### config.mk
export PLATFORM = sky130hd
export DESIGN_NAME = min_max_normalize_reverse_flat
export DESIGN_NICKNAME = d
export VERILOG_FILES = /design/src/design/mmnr_pkg.sv /design/src/design/mmnr_if.sv /design/src/design/mmnr_div.sv /design/src/design/min_max_normalize_reverse.sv /design/src/flat_wrapper.sv
export SDC_FILE = /design/constraint.sdc
export NUM_CORES = 2
export LEC_CHECK = 0
export BUFFER_PORTS_ARGS = -buffer_cell sky130_fd_sc_hd__buf_2
export CORE_AREA = 2 2 335 502
export DETAILED_ROUTE_END_ITERATION = 10
export DIE_AREA = 0 0 337 504
export GPL_TIMING_DRIVEN = 0
export SLEW_MARGIN = 20
export SYNTH_ARGS = -nofsm -noshare
export SYNTH_HDL_FRONTEND = slang
export SYNTH_SLANG_ARGS = --single-unit
export TNS_END_PERCENT = 50
### constraint.sdc
create_clock -name clk -period 4.3 [get_ports clk]
set_input_delay 1.075 -clock clk [delete_from_list [all_inputs] [get_ports clk]]
set_output_delay 1.075 -clock clk [all_outputs]
set_load 0.05 [all_outputs]
### src/design/mmnr_pkg.sv
// Shared constants for the min-max normalise and reverse block.
package mmnr_pkg;

	localparam int DEPTH_DEF       = 64;
	localparam int SAMPLE_BITS_DEF = 16;
	localparam int FRAC_BITS       = 16;
	localparam int SCALED_W        = FRAC_BITS + 1;

endpackage

### src/design/mmnr_if.sv
// Stream interfaces for samples in and normalised results out.
interface mmnr_in_if import mmnr_pkg::*; #(
	parameter int SAMPLE_BITS = SAMPLE_BITS_DEF
) ();
	logic                          valid;
	logic                          ready;
	logic signed [SAMPLE_BITS-1:0] sample;
	logic                          last;

	modport source (output valid, output sample, output last, input ready);
	modport sink   (input valid, input sample, input last, output ready);
endinterface

interface mmnr_out_if import mmnr_pkg::*; #(
	parameter int SAMPLE_BITS = SAMPLE_BITS_DEF,
	parameter int IDX_W       = $clog2(DEPTH_DEF)
) ();
	logic                          valid;
	logic                          ready;
	logic [IDX_W-1:0]              index;
	logic signed [SAMPLE_BITS-1:0] original;
	logic [SCALED_W-1:0]           scaled;
	logic signed [SAMPLE_BITS-1:0] mirrored;
	logic                          flat_range;
	logic                          overflowed;
	logic                          final_res;

	modport source (output valid, output index, output original, output scaled,
		output mirrored, output flat_range, output overflowed, output final_res,
		input ready);
	modport sink   (input valid, input index, input original, input scaled,
		input mirrored, input flat_range, input overflowed, input final_res,
		output ready);
endinterface

### src/design/mmnr_div.sv
// Restoring divider, one quotient bit per cycle: quot = floor(num * 2^16 / den), num <= den.
module mmnr_div import mmnr_pkg::*; #(
	parameter int W = SAMPLE_BITS_DEF
) (
	input  logic                clk,
	input  logic                arst_n,
	input  logic                start,
	input  logic [W-1:0]        num,
	input  logic [W-1:0]        den,
	output logic                done,
	output logic [SCALED_W-1:0] quot
);
	localparam int STEP_W = $clog2(SCALED_W);

	logic              busy_q;
	logic              done_q;
	logic [STEP_W-1:0] step_q;
	logic [W:0]        rem_q;
	logic [W-1:0]      den_q;
	logic [SCALED_W-1:0] quot_q;

	logic       ge;
	logic [W:0] rem_sub;

	assign ge      = rem_q >= {1'b0, den_q};
	assign rem_sub = ge ? (rem_q - {1'b0, den_q}) : rem_q;

	always_ff @(posedge clk or negedge arst_n) begin
		if (!arst_n) begin
			busy_q <= 1'b0;
			done_q <= 1'b0;
			step_q <= '0;
		end else begin
			done_q <= 1'b0;
			if (start) begin
				busy_q <= 1'b1;
				step_q <= '0;
			end else if (busy_q) begin
				step_q <= step_q + STEP_W'(1);
				if (step_q == STEP_W'(SCALED_W - 1)) begin
					busy_q <= 1'b0;
					done_q <= 1'b1;
				end
			end
		end
	end

	always_ff @(posedge clk) begin
		if (start) begin
			rem_q <= {1'b0, num};
			den_q <= den;
		end else if (busy_q) begin
			// remainder stays below den, so the shift fits in W+1 bits
			rem_q  <= {rem_sub[W-1:0], 1'b0};
			quot_q <= {quot_q[SCALED_W-2:0], ge};
		end
	end

	assign done = done_q;
	assign quot = quot_q;
endmodule

### src/design/min_max_normalize_reverse.sv
// Top level: sample buffer, running min/max and sequencer around a shared divider.
//
// Usage: samples arrive on the "samples" stream (sample, last). Each accepted
// transaction is stored in a DEPTH-entry buffer and updates the running
// minimum and maximum; samples beyond DEPTH are dropped and flagged.
// The transaction marked last starts emission: one result per stored sample on
// the "results" stream, in index order, with the stored sample, the sample at
// the mirrored position and (x-min)/(max-min) as unsigned Q1.16.
// Loading: ready is high in every load cycle.
// Emission: each result goes through buffer read, divider start, the 17-step
// bit-serial divider and output load; the divider is skipped when max equals min.
// Input ready is low from the last sample until the final result has been
// loaded into the output register.
// A stalled receiver holds the output register; the sequencer then waits with
// the next result finished. After the final result the block is empty again.
// Reset clears counters, min/max and flags; the buffer needs no clearing.
module min_max_normalize_reverse import mmnr_pkg::*; #(
	parameter int DEPTH       = DEPTH_DEF,
	parameter int SAMPLE_BITS = SAMPLE_BITS_DEF
) (
	input  logic         clk,
	input  logic         arst_n,
	mmnr_in_if.sink      samples,
	mmnr_out_if.source   results
);
	localparam int IDX_W = $clog2(DEPTH);
	localparam int CNT_W = $clog2(DEPTH + 1);
	localparam int SB    = SAMPLE_BITS;

	localparam logic [2:0] ST_LOAD  = 3'd0;
	localparam logic [2:0] ST_READ  = 3'd1;
	localparam logic [2:0] ST_START = 3'd2;
	localparam logic [2:0] ST_DIV   = 3'd3;
	localparam logic [2:0] ST_PUT   = 3'd4;

	logic [2:0]           state_q;
	logic [CNT_W-1:0]     count_q;
	logic signed [SB-1:0] min_q;
	logic signed [SB-1:0] max_q;
	logic                 drop_q;
	logic [IDX_W-1:0]     idx_q;

	logic signed [SB-1:0] mem [DEPTH];
	logic signed [SB-1:0] rd_a_q;
	logic signed [SB-1:0] rd_b_q;

	logic                 oval_q;
	logic [IDX_W-1:0]     index_q;
	logic signed [SB-1:0] original_q;
	logic [SCALED_W-1:0]  scaled_q;
	logic signed [SB-1:0] mirrored_q;
	logic                 flat_q;
	logic                 ovf_q;
	logic                 final_q;

	logic             in_acc;
	logic             full;
	logic             flat;
	logic [IDX_W-1:0] last_idx;
	logic [IDX_W-1:0] mirror_idx;
	logic [SB:0]      range_x;
	logic [SB:0]      diff_x;
	logic             out_free;
	logic             put;
	logic             div_start;
	logic             div_done;
	logic [SCALED_W-1:0] div_quot;

	assign samples.ready = (state_q == ST_LOAD);
	assign in_acc        = samples.valid && samples.ready;
	assign full          = (count_q == CNT_W'(DEPTH));
	assign flat          = (min_q == max_q);
	assign last_idx      = IDX_W'(count_q - CNT_W'(1));
	assign mirror_idx    = last_idx - idx_q;
	assign range_x       = {max_q[SB-1], max_q} - {min_q[SB-1], min_q};
	assign diff_x        = {rd_a_q[SB-1], rd_a_q} - {min_q[SB-1], min_q};
	assign out_free      = !oval_q || results.ready;
	assign put           = (state_q == ST_PUT) && out_free;
	assign div_start     = (state_q == ST_START) && !flat;

	mmnr_div #(.W(SB)) u_div (
		.clk    (clk),
		.arst_n (arst_n),
		.start  (div_start),
		.num    (diff_x[SB-1:0]),
		.den    (range_x[SB-1:0]),
		.done   (div_done),
		.quot   (div_quot)
	);

	// sample buffer: one write port, two registered read ports
	always_ff @(posedge clk) begin
		if (in_acc && !full)
			mem[count_q[IDX_W-1:0]] <= samples.sample;
		if (state_q == ST_READ) begin
			rd_a_q <= mem[idx_q];
			rd_b_q <= mem[mirror_idx];
		end
	end

	always_ff @(posedge clk or negedge arst_n) begin
		if (!arst_n) begin
			state_q <= ST_LOAD;
			count_q <= '0;
			min_q   <= '0;
			max_q   <= '0;
			drop_q  <= 1'b0;
			idx_q   <= '0;
		end else begin
			case (state_q)
				ST_LOAD: begin
					if (in_acc) begin
						if (full) begin
							drop_q <= 1'b1;
						end else begin
							count_q <= count_q + CNT_W'(1);
							if (count_q == '0) begin
								min_q <= samples.sample;
								max_q <= samples.sample;
							end else if (samples.sample > max_q) begin
								max_q <= samples.sample;
							end else if (samples.sample < min_q) begin
								min_q <= samples.sample;
							end
						end
						if (samples.last) begin
							idx_q   <= '0;
							state_q <= ST_READ;
						end
					end
				end
				ST_READ: state_q <= ST_START;
				ST_START: state_q <= flat ? ST_PUT : ST_DIV;
				ST_DIV: begin
					if (div_done)
						state_q <= ST_PUT;
				end
				ST_PUT: begin
					if (out_free) begin
						if (idx_q == last_idx) begin
							count_q <= '0;
							min_q   <= '0;
							max_q   <= '0;
							drop_q  <= 1'b0;
							state_q <= ST_LOAD;
						end else begin
							idx_q   <= idx_q + IDX_W'(1);
							state_q <= ST_READ;
						end
					end
				end
				default: state_q <= ST_LOAD;
			endcase
		end
	end

	// output register
	always_ff @(posedge clk or negedge arst_n) begin
		if (!arst_n)
			oval_q <= 1'b0;
		else if (put)
			oval_q <= 1'b1;
		else if (results.ready)
			oval_q <= 1'b0;
	end

	always_ff @(posedge clk) begin
		if (put) begin
			index_q    <= idx_q;
			original_q <= rd_a_q;
			mirrored_q <= rd_b_q;
			scaled_q   <= flat ? '0 : div_quot;
			flat_q     <= flat;
			ovf_q      <= drop_q;
			final_q    <= (idx_q == last_idx);
		end
	end

	assign results.valid      = oval_q;
	assign results.index      = index_q;
	assign results.original   = original_q;
	assign results.scaled     = scaled_q;
	assign results.mirrored   = mirrored_q;
	assign results.flat_range = flat_q;
	assign results.overflowed = ovf_q;
	assign results.final_res  = final_q;
endmodule

### src/flat_wrapper.sv
// flat-port wrapper written by rule: the top's interface ports become plain ports
module min_max_normalize_reverse_flat import mmnr_pkg::*;
#(
	parameter int DEPTH       = DEPTH_DEF,
	parameter int SAMPLE_BITS = SAMPLE_BITS_DEF
)
  (clk, arst_n, samples_valid, samples_sample, samples_last, samples_ready, results_valid, results_index, results_original, results_scaled, results_mirrored, results_flat_range, results_overflowed, results_final_res, results_ready);
  mmnr_in_if #(.SAMPLE_BITS(SAMPLE_BITS)) samples_i ();
  mmnr_out_if #(.SAMPLE_BITS(SAMPLE_BITS), .IDX_W(($clog2(DEPTH_DEF)))) results_i ();
  input  logic clk;
  input  logic arst_n;
  input wire logic [$bits(samples_i.valid)-1:0] samples_valid;
  input wire logic [$bits(samples_i.sample)-1:0] samples_sample;
  input wire logic [$bits(samples_i.last)-1:0] samples_last;
  output wire logic [$bits(samples_i.ready)-1:0] samples_ready;
  output wire logic [$bits(results_i.valid)-1:0] results_valid;
  output wire logic [$bits(results_i.index)-1:0] results_index;
  output wire logic [$bits(results_i.original)-1:0] results_original;
  output wire logic [$bits(results_i.scaled)-1:0] results_scaled;
  output wire logic [$bits(results_i.mirrored)-1:0] results_mirrored;
  output wire logic [$bits(results_i.flat_range)-1:0] results_flat_range;
  output wire logic [$bits(results_i.overflowed)-1:0] results_overflowed;
  output wire logic [$bits(results_i.final_res)-1:0] results_final_res;
  input wire logic [$bits(results_i.ready)-1:0] results_ready;
  assign samples_i.valid = samples_valid;
  assign samples_i.sample = samples_sample;
  assign samples_i.last = samples_last;
  assign samples_ready = samples_i.ready;
  assign results_valid = results_i.valid;
  assign results_index = results_i.index;
  assign results_original = results_i.original;
  assign results_scaled = results_i.scaled;
  assign results_mirrored = results_i.mirrored;
  assign results_flat_range = results_i.flat_range;
  assign results_overflowed = results_i.overflowed;
  assign results_final_res = results_i.final_res;
  assign results_i.ready = results_ready;
  min_max_normalize_reverse #(.DEPTH(DEPTH), .SAMPLE_BITS(SAMPLE_BITS)) u_core (.clk(clk), .arst_n(arst_n), .samples(samples_i), .results(results_i));
endmodule
### After elaboration in Yosys (flattened, before gate mapping)

Memory sizes are Yosys's and may differ from the RTL's. A register that Yosys moved wholly into a read port is not among the register bits.
Index checks and enable logic that the tools add are counted.

| word-level totals | value |
|---|---|
| flip-flop bits (word level) | 165 |
| bits in writable memories | 1024 |
| input port bits | 21 |
| output and inout port bits | 60 |
| word-level logic and storage cells | 123 |
| memories kept | 1 |

Memories:

| name | depth | width | rd ports | clocked after memory_dff | write ports | line | source |
|---|---|---|---|---|---|---|---|
| u_core.mem | 64 | 16 | 2 | 2 | 1 | min_max_normalize_reverse.sv:43 | `logic signed [SB-1:0] mem [DEPTH];` |

| cells by class | value |
|---|---|
| add/subtract/negate cells | 8 |
| order comparisons | 3 |
| equality and inequality tests | 19 |
| mux-type cells | 50 |
| bitwise logic cells | 1 |
| reduce and logical (&&, ||, !) cells | 20 |

Operators by type and width:

| kind | number |
|---|---|
| $mux W16 | 14 |
| $pmux W16 S2 | 2 |
| $sub A16 B16 Y16 | 3 |
| $mux W7 | 4 |
| $mux W6 | 4 |
| $ge A17 B16 Y1 | 1 |
| $eq A16 B16 Y1 | 1 |
| $gt A16 B16 Y1 | 1 |
| $lt A16 B16 Y1 | 1 |
| $mux W1 | 15 |
| $mux W3 | 5 |
| $pmux W3 S5 | 1 |
| $reduce_and A5 Y1 | 3 |
| $ne A2 B2 Y1 const B | 7 |
| $pmux W7 S2 | 1 |
| $pmux W6 S2 | 1 |
| $mux W5 | 2 |
| $ne A3 B3 Y1 const B | 3 |
| $add A7 B1 Y7 const B | 1 |
| $eq A7 B7 Y1 const B | 1 |
| $logic_not A7 Y1 | 1 |
| $reduce_and A7 Y1 | 1 |
| $add A6 B1 Y6 const B | 1 |
| $eq A3 B2 Y1 const B | 2 |
| other kinds (18) | 25 |

### Logic depth before layout (Yosys ltp)

| depth | value |
|---|---|
| depth after elaboration | 7 |
| depth in mapped cells | 14 |
| mapped depth without buffers | 12 |

### Hierarchy

Synthesis repeated with hierarchy kept, for this count alone.

| unflattened totals | value |
|---|---|
| cell total of the unflattened synthesis | 2940 |
| area total of the unflattened synthesis | 57955.6 um^2 |

Modules (own cells, without submodules):

| module | instances | cells an instance | area each (um^2) | sequential area each (um^2) |
|---|---|---|---|---|
| min_max_normalize_reverse | 1 | 2656 | 54701.2 | 34703.3 |
| mmnr_div | 1 | 284 | 3254.4 | 1666.6 |

### Worst setup path before layout

Ideal clock, no wire load.

| path | value |
|---|---|
| kind | register -> register |
| start | register u_core.idx_q[1] |
| end | register u_core.rd_b_q[10], read port of u_core.mem, data pin |
| library setup time | 272 ps |
| arrival | 4010 ps |
| data required time | 4028 ps |
| setup slack | 18 ps |
| cell stages (with the launch flop) | 13 |
| buffers on the path | 7 |
| cell sequence | dfrtp_1 -> clkbuf_1 -> buf_2 -> inv_1 -> buf_2 -> buf_1 -> fa_1 -> clkbuf_1 -> buf_1 -> clkbuf_1 -> mux4_2 -> mux4_2 -> mux4_2 |

| on the way | value |
|---|---|
| cells in the longest elaborated chain, start to end | 1 |

RTL lines:

| item | line | source |
|---|---|---|
| from (decl) | min_max_normalize_reverse.sv:41 | `logic [IDX_W-1:0] idx_q;` |
| from (signal assigned) | min_max_normalize_reverse.sv:147 | `idx_q <= idx_q + IDX_W'(1);` |
| $sub A6 B6 Y6 | min_max_normalize_reverse.sv:74 | `assign mirror_idx = last_idx - idx_q;` |
| to (decl) | min_max_normalize_reverse.sv:45 | `logic signed [SB-1:0] rd_b_q;` |

No other way between the ends.
A chain may end at the register's enable or synchronous reset.

### Final worst setup path

| path | value |
|---|---|
| start | register u_core.idx_q[1] |
| end | register u_core.rd_b_q[12], read port of u_core.mem, data pin |

The elaborated chain is that of the path after synthesis.

==> results by group <==
Status
  – Outcome: finished, violations left
  – Violated checks: setup timing

Power and ir drop
  – Int Pwr: 32800 µW
  – Maximum vdd ir drop: 0.000731 V
  – Clk network pwr share: 18.0%
  – Proportion of total power due to net switching: 41.6%
  – Net Switching: 23400 µW
  – Static leakage: 0.0218 µW
  – Power Dens Cells: 850 nW/µm²
  – Combinational cell fraction of total power: 55.9%
  – Reg power frac: 26.1%

Logic synthesis
  – Most common flop cell mapped by yosys: sky130_fd_sc_hd__edfxtp_1
  – Share of async-settable or async-resettable flops after synthesis: 4.67%
  – Number of library cell types mapped by synthesis: 70
  – Warning count from the yosys run: 0
  – Part of the Yosys area used for sequential elements: 63.1%
  – Area fraction in compound gates after synthesis: 2.11%
  – Total of flip-flops plus latches after synthesis: 1221
  – Syn avg cell area: 19.6 µm²
  – Post-synthesis share of cell area spent on and, or, nand and nor gates: 2.69%
  – Multiplexer area fraction after synthesis: 27.3%
  – Xor/xnor share of the synthesized area: 0.880%
  – Netlist area before placement: 57600 µm²
  – Synthesized-area fraction occupied by adder cells: 2.03%
  – Gate count of the mapped netlist: 2934
  – Dominant combinational cell family by area after synthesis: multiplexers
  – Post-synthesis net count: 3046
  – Post-synth EDFFs: 1163

Detailed routing
  – Detailed router's first-iteration violation count: 3665
  – Final routed DRC violation total: 0
  – ANT nets after route: 0
  – Routed length per placed instance: 34.0 µm
  – Number of vias per cell: 5.83
  – Routed wire length: 187 mm
  – Total vias in the final route: 32100
  – 1st-pass router iterations: 5

STA
  – Final setup violation count: 4
  – Clock period minus final worst setup slack: 4.33 ns
  – Fmax achieved: 231 MHz
  – Post-route clock period utilization: 101%
  – Hold Slack: 0.379 ns
  – Final-report max-slew violation count: 0
  – Accumulated negative setup slack: -0.0526 ns
  – Worst slew slack as a fraction of its limit: 20.1%
  – Slew @ Worst Pin: 1.20 ns
  – Number of hold-slack violations in the final timing report: 0
  – Post-route worst setup slack: -0.0270 ns
  – Worst clock skew on the final layout: 0.0392 ns

Setup path
  – Critical path launch point type: flip-flop
  – Critical register-to-register path startpoint: u_core.idx_q[1]
  – Cell Chain, Critical Path: buf_8, clkinvlp_4, buf_8, buf_12, fa_2, buf_12, buf_8, clkbuf_8, mux4_2, mux4_2, mux4_2
  – Worst R2R End: u_core.rd_b_q[12]
  – Worst setup slack for register-to-register paths: -0.03 ns
  – Data required time of the critical path: 4.77 ns
  – Critical-path top delay cell: sky130_fd_sc_hd__fa_2
  – Maximum fanout encountered on the critical timing path: 15
  – Delay of the slowest cell on the worst path: 0.60 ns
  – Critical path class: reg -> reg
  – CP startpoint: u_core.idx_q[1]
  – WP data arrival: 4.79 ns
  – Critical path endpoint category: flip-flop
  – R2R cell count: 11

Layout
  – Most frequent cells in the layout: sky130_fd_sc_hd__edfxtp_1 (1163), sky130_fd_sc_hd__mux4_2 (624), sky130_fd_sc_hd__mux2i_1 (158)
  – Nets@finish: 3302
  – Leading cell type in the layout, fill and taps excluded: sky130_fd_sc_hd__edfxtp_1
  – Layout area overhead: 14.8%
  – Fraction of layout cells with a size suffix above 1: 35.6%
  – Number of filler cells placed in the layout: 14700

Floorplan
  – Die Span Y: 504 µm
  – Starting density of the core: 34.8%
  – Die ar.: 170000 µm²
  – Cell Rows: 183
  – I/O pin total: 81
  – Placeable core area: 166000 µm²
  – Width of the die: 337 µm

Place
  – GPL Wtd Cong: 1.01
  – Detailed-placement wirelength estimate: 139 mm
  – Number of buffers added on ports: 80

Clocking
  – Longest Clk Path Bufs: 3
  – Source-to-sink clock delay at the later pin of the worst-skew pair: 0.77 ns
  – TritonCTS Buffers: 109
  – H-tree depth: 3
  – Number of clock sinks seen by CTS: 1221
  – CTS tree: yes
  – Root Buffer: sky130_fd_sc_hd__clkbuf_16
  – CTS clk-pin slew, worst paths: 0.07 ns
  – Count of hold-fix buffers inserted at cts: 0

Global routing
  – Global-route wire length before repair: 258 mm
  – Initial antenna violation count: 21
  – Vias in the first global route: 32700
  – Aggregate global-route resource usage: 22.0%
  – Pin count of the biggest net entering global routing: 68
  – Overflow left after global routing: 0

Run
  – Max-cap violations: 0

Hold path
  – Hold/Removal Path Class: in -> async
[metrics by stage]
stage               worst slack [ns]  area, µm²  cells  power (µW)  utilization (%)
floorplan                     0.0176      57600   2934       32300                -
global placement               -2.94      60800   5234       44200             36.7
detailed placement             -2.24      61900   5289       44400             37.4
CTS                          -0.0141      66000   5494       55500             39.9
global route                -0.00418      66100   5504       57300             39.9
finish                       -0.0270      66100   5508       56200             40.0
[kinds of logic (layout without fill, tap and decap cells)]
group           after synthesis  after routing
flops                      1221           1221
mux                         789            789
simple gates                330            330
buf+inv                     259            605
compound gates              187            187
fa+ha+maj                    91             91
xor+xnor                     57             57
other cells                   0              8
[metal layers]
layer  vias to the layer above  share of wire [%]  global-route usage (%)
li1                      12900                  -                       -
met1                     17100                 34                    25.0
met2                      1589                 50                    37.1
met3                       422                6.6                    3.66
met4                        24                8.4                    16.3
met5                         -              0.084                       0
[worst max-delay path, delay by kind of cell, from the launching register on]
kind	cells	cell delay, ns
adder cells (fa/ha/maj)	1	0.60
flip-flops	1	0.45
multiplexers	3	1.54
buffers and inverters	7	1.40
[flip-flops by register name (all words and copies together) (netlist names), 3 cells and up]
signal and count:
u_core.count_q 7, u_core.rd_b_q 16, u_core.max_q 16, u_core.min_q 16, u_core.results.index 6, u_core.rd_a_q 16, u_core.results.original 16, u_core.u_div.rem_q 17
u_core.u_div.den_q 16, u_core.results.mirrored 16, u_core.u_div.quot 17, u_core.idx_q 6, u_core.u_div.step_q 5, u_core.results.scaled 17, u_core.state_q 3, u_core.mem 1024
[worst max path at each step]
stage | cells past startpoint | slack (ns) | endpoint
floorplan | 12 | 0.02 | u_core.rd_b_q[10]
global placement | 12 | -2.94 | u_core.rd_b_q[3]
detailed placement | 12 | -2.24 | u_core.rd_b_q[3]
CTS | 11 | -0.01 | u_core.rd_b_q[4]
global route | 13 | -0.004 | u_core.rd_b_q[6]
finish | 11 | -0.03 | u_core.rd_b_q[12]
[power by group through the flow]
stage	clock network [µW]	logic, µW	registers [µW]
3_3_place_gp	0	29300	14900
5_1_grt	10700	31900	14700
3_5_place_dp	0	29500	14900
4_1_cts	10300	30600	14600
6_report	10100	31400	14600
2_1_floorplan	0	17500	14700
[Yosys cell counts, types with 17 or more instances]
library cell               number  area [µm²]
sky130_fd_sc_hd__a21oi_1       44         220
sky130_fd_sc_hd__and2_1        18         113
sky130_fd_sc_hd__buf_1         27         101
sky130_fd_sc_hd__buf_2         62         310
sky130_fd_sc_hd__clkbuf_1      86         323
sky130_fd_sc_hd__dfrtp_1       57        1430
sky130_fd_sc_hd__edfxtp_1    1163       34900
sky130_fd_sc_hd__ha_1          87        1090
sky130_fd_sc_hd__inv_1         78         293
sky130_fd_sc_hd__mux2i_1      163        1630
sky130_fd_sc_hd__mux4_2       624       14100
sky130_fd_sc_hd__nand2_1       77         289
sky130_fd_sc_hd__nand3_1       18        90.1
sky130_fd_sc_hd__nor2_1       131         492
sky130_fd_sc_hd__nor3_1        17        85.1
sky130_fd_sc_hd__o21ai_0       54         270
sky130_fd_sc_hd__o22ai_1       18         113
sky130_fd_sc_hd__xnor2_1       39         342
sky130_fd_sc_hd__xor2_1        17         149
[repair_timing]
| action | CTS | global route |
|---|---|---|
| setup buffers | 6 | 5 |
| cloned | 0 | 2 |
| hold endpoints to repair | 0 | 0 |
| setup endpoints to repair | 67 | 43 |
| pin swaps | 2 | 2 |
| resized for setup | 143 | 17 |
[cell type report]
| cell class | count | area (µm²) | share of cell area [%] |
|---|---|---|---|
| Clock buffer | 127 | 2820 | 4.26 |
| Inverter | 79 | 303 | 0.458 |
| Multi-Input combinational cell | 1454 | 20500 | 31.1 |
| Tap cell | 2220 | 2780 | 4.20 |
| Antenna cell | 8 | 20.0 | 0.0303 |
| Timing Repair Buffer | 148 | 1260 | 1.91 |
| Buffer | 177 | 1230 | 1.86 |
| Sequential cell | 1221 | 36400 | 55.0 |
| Clock inverter | 74 | 813 | 1.23 |
(Power assumes the default switching activity.)
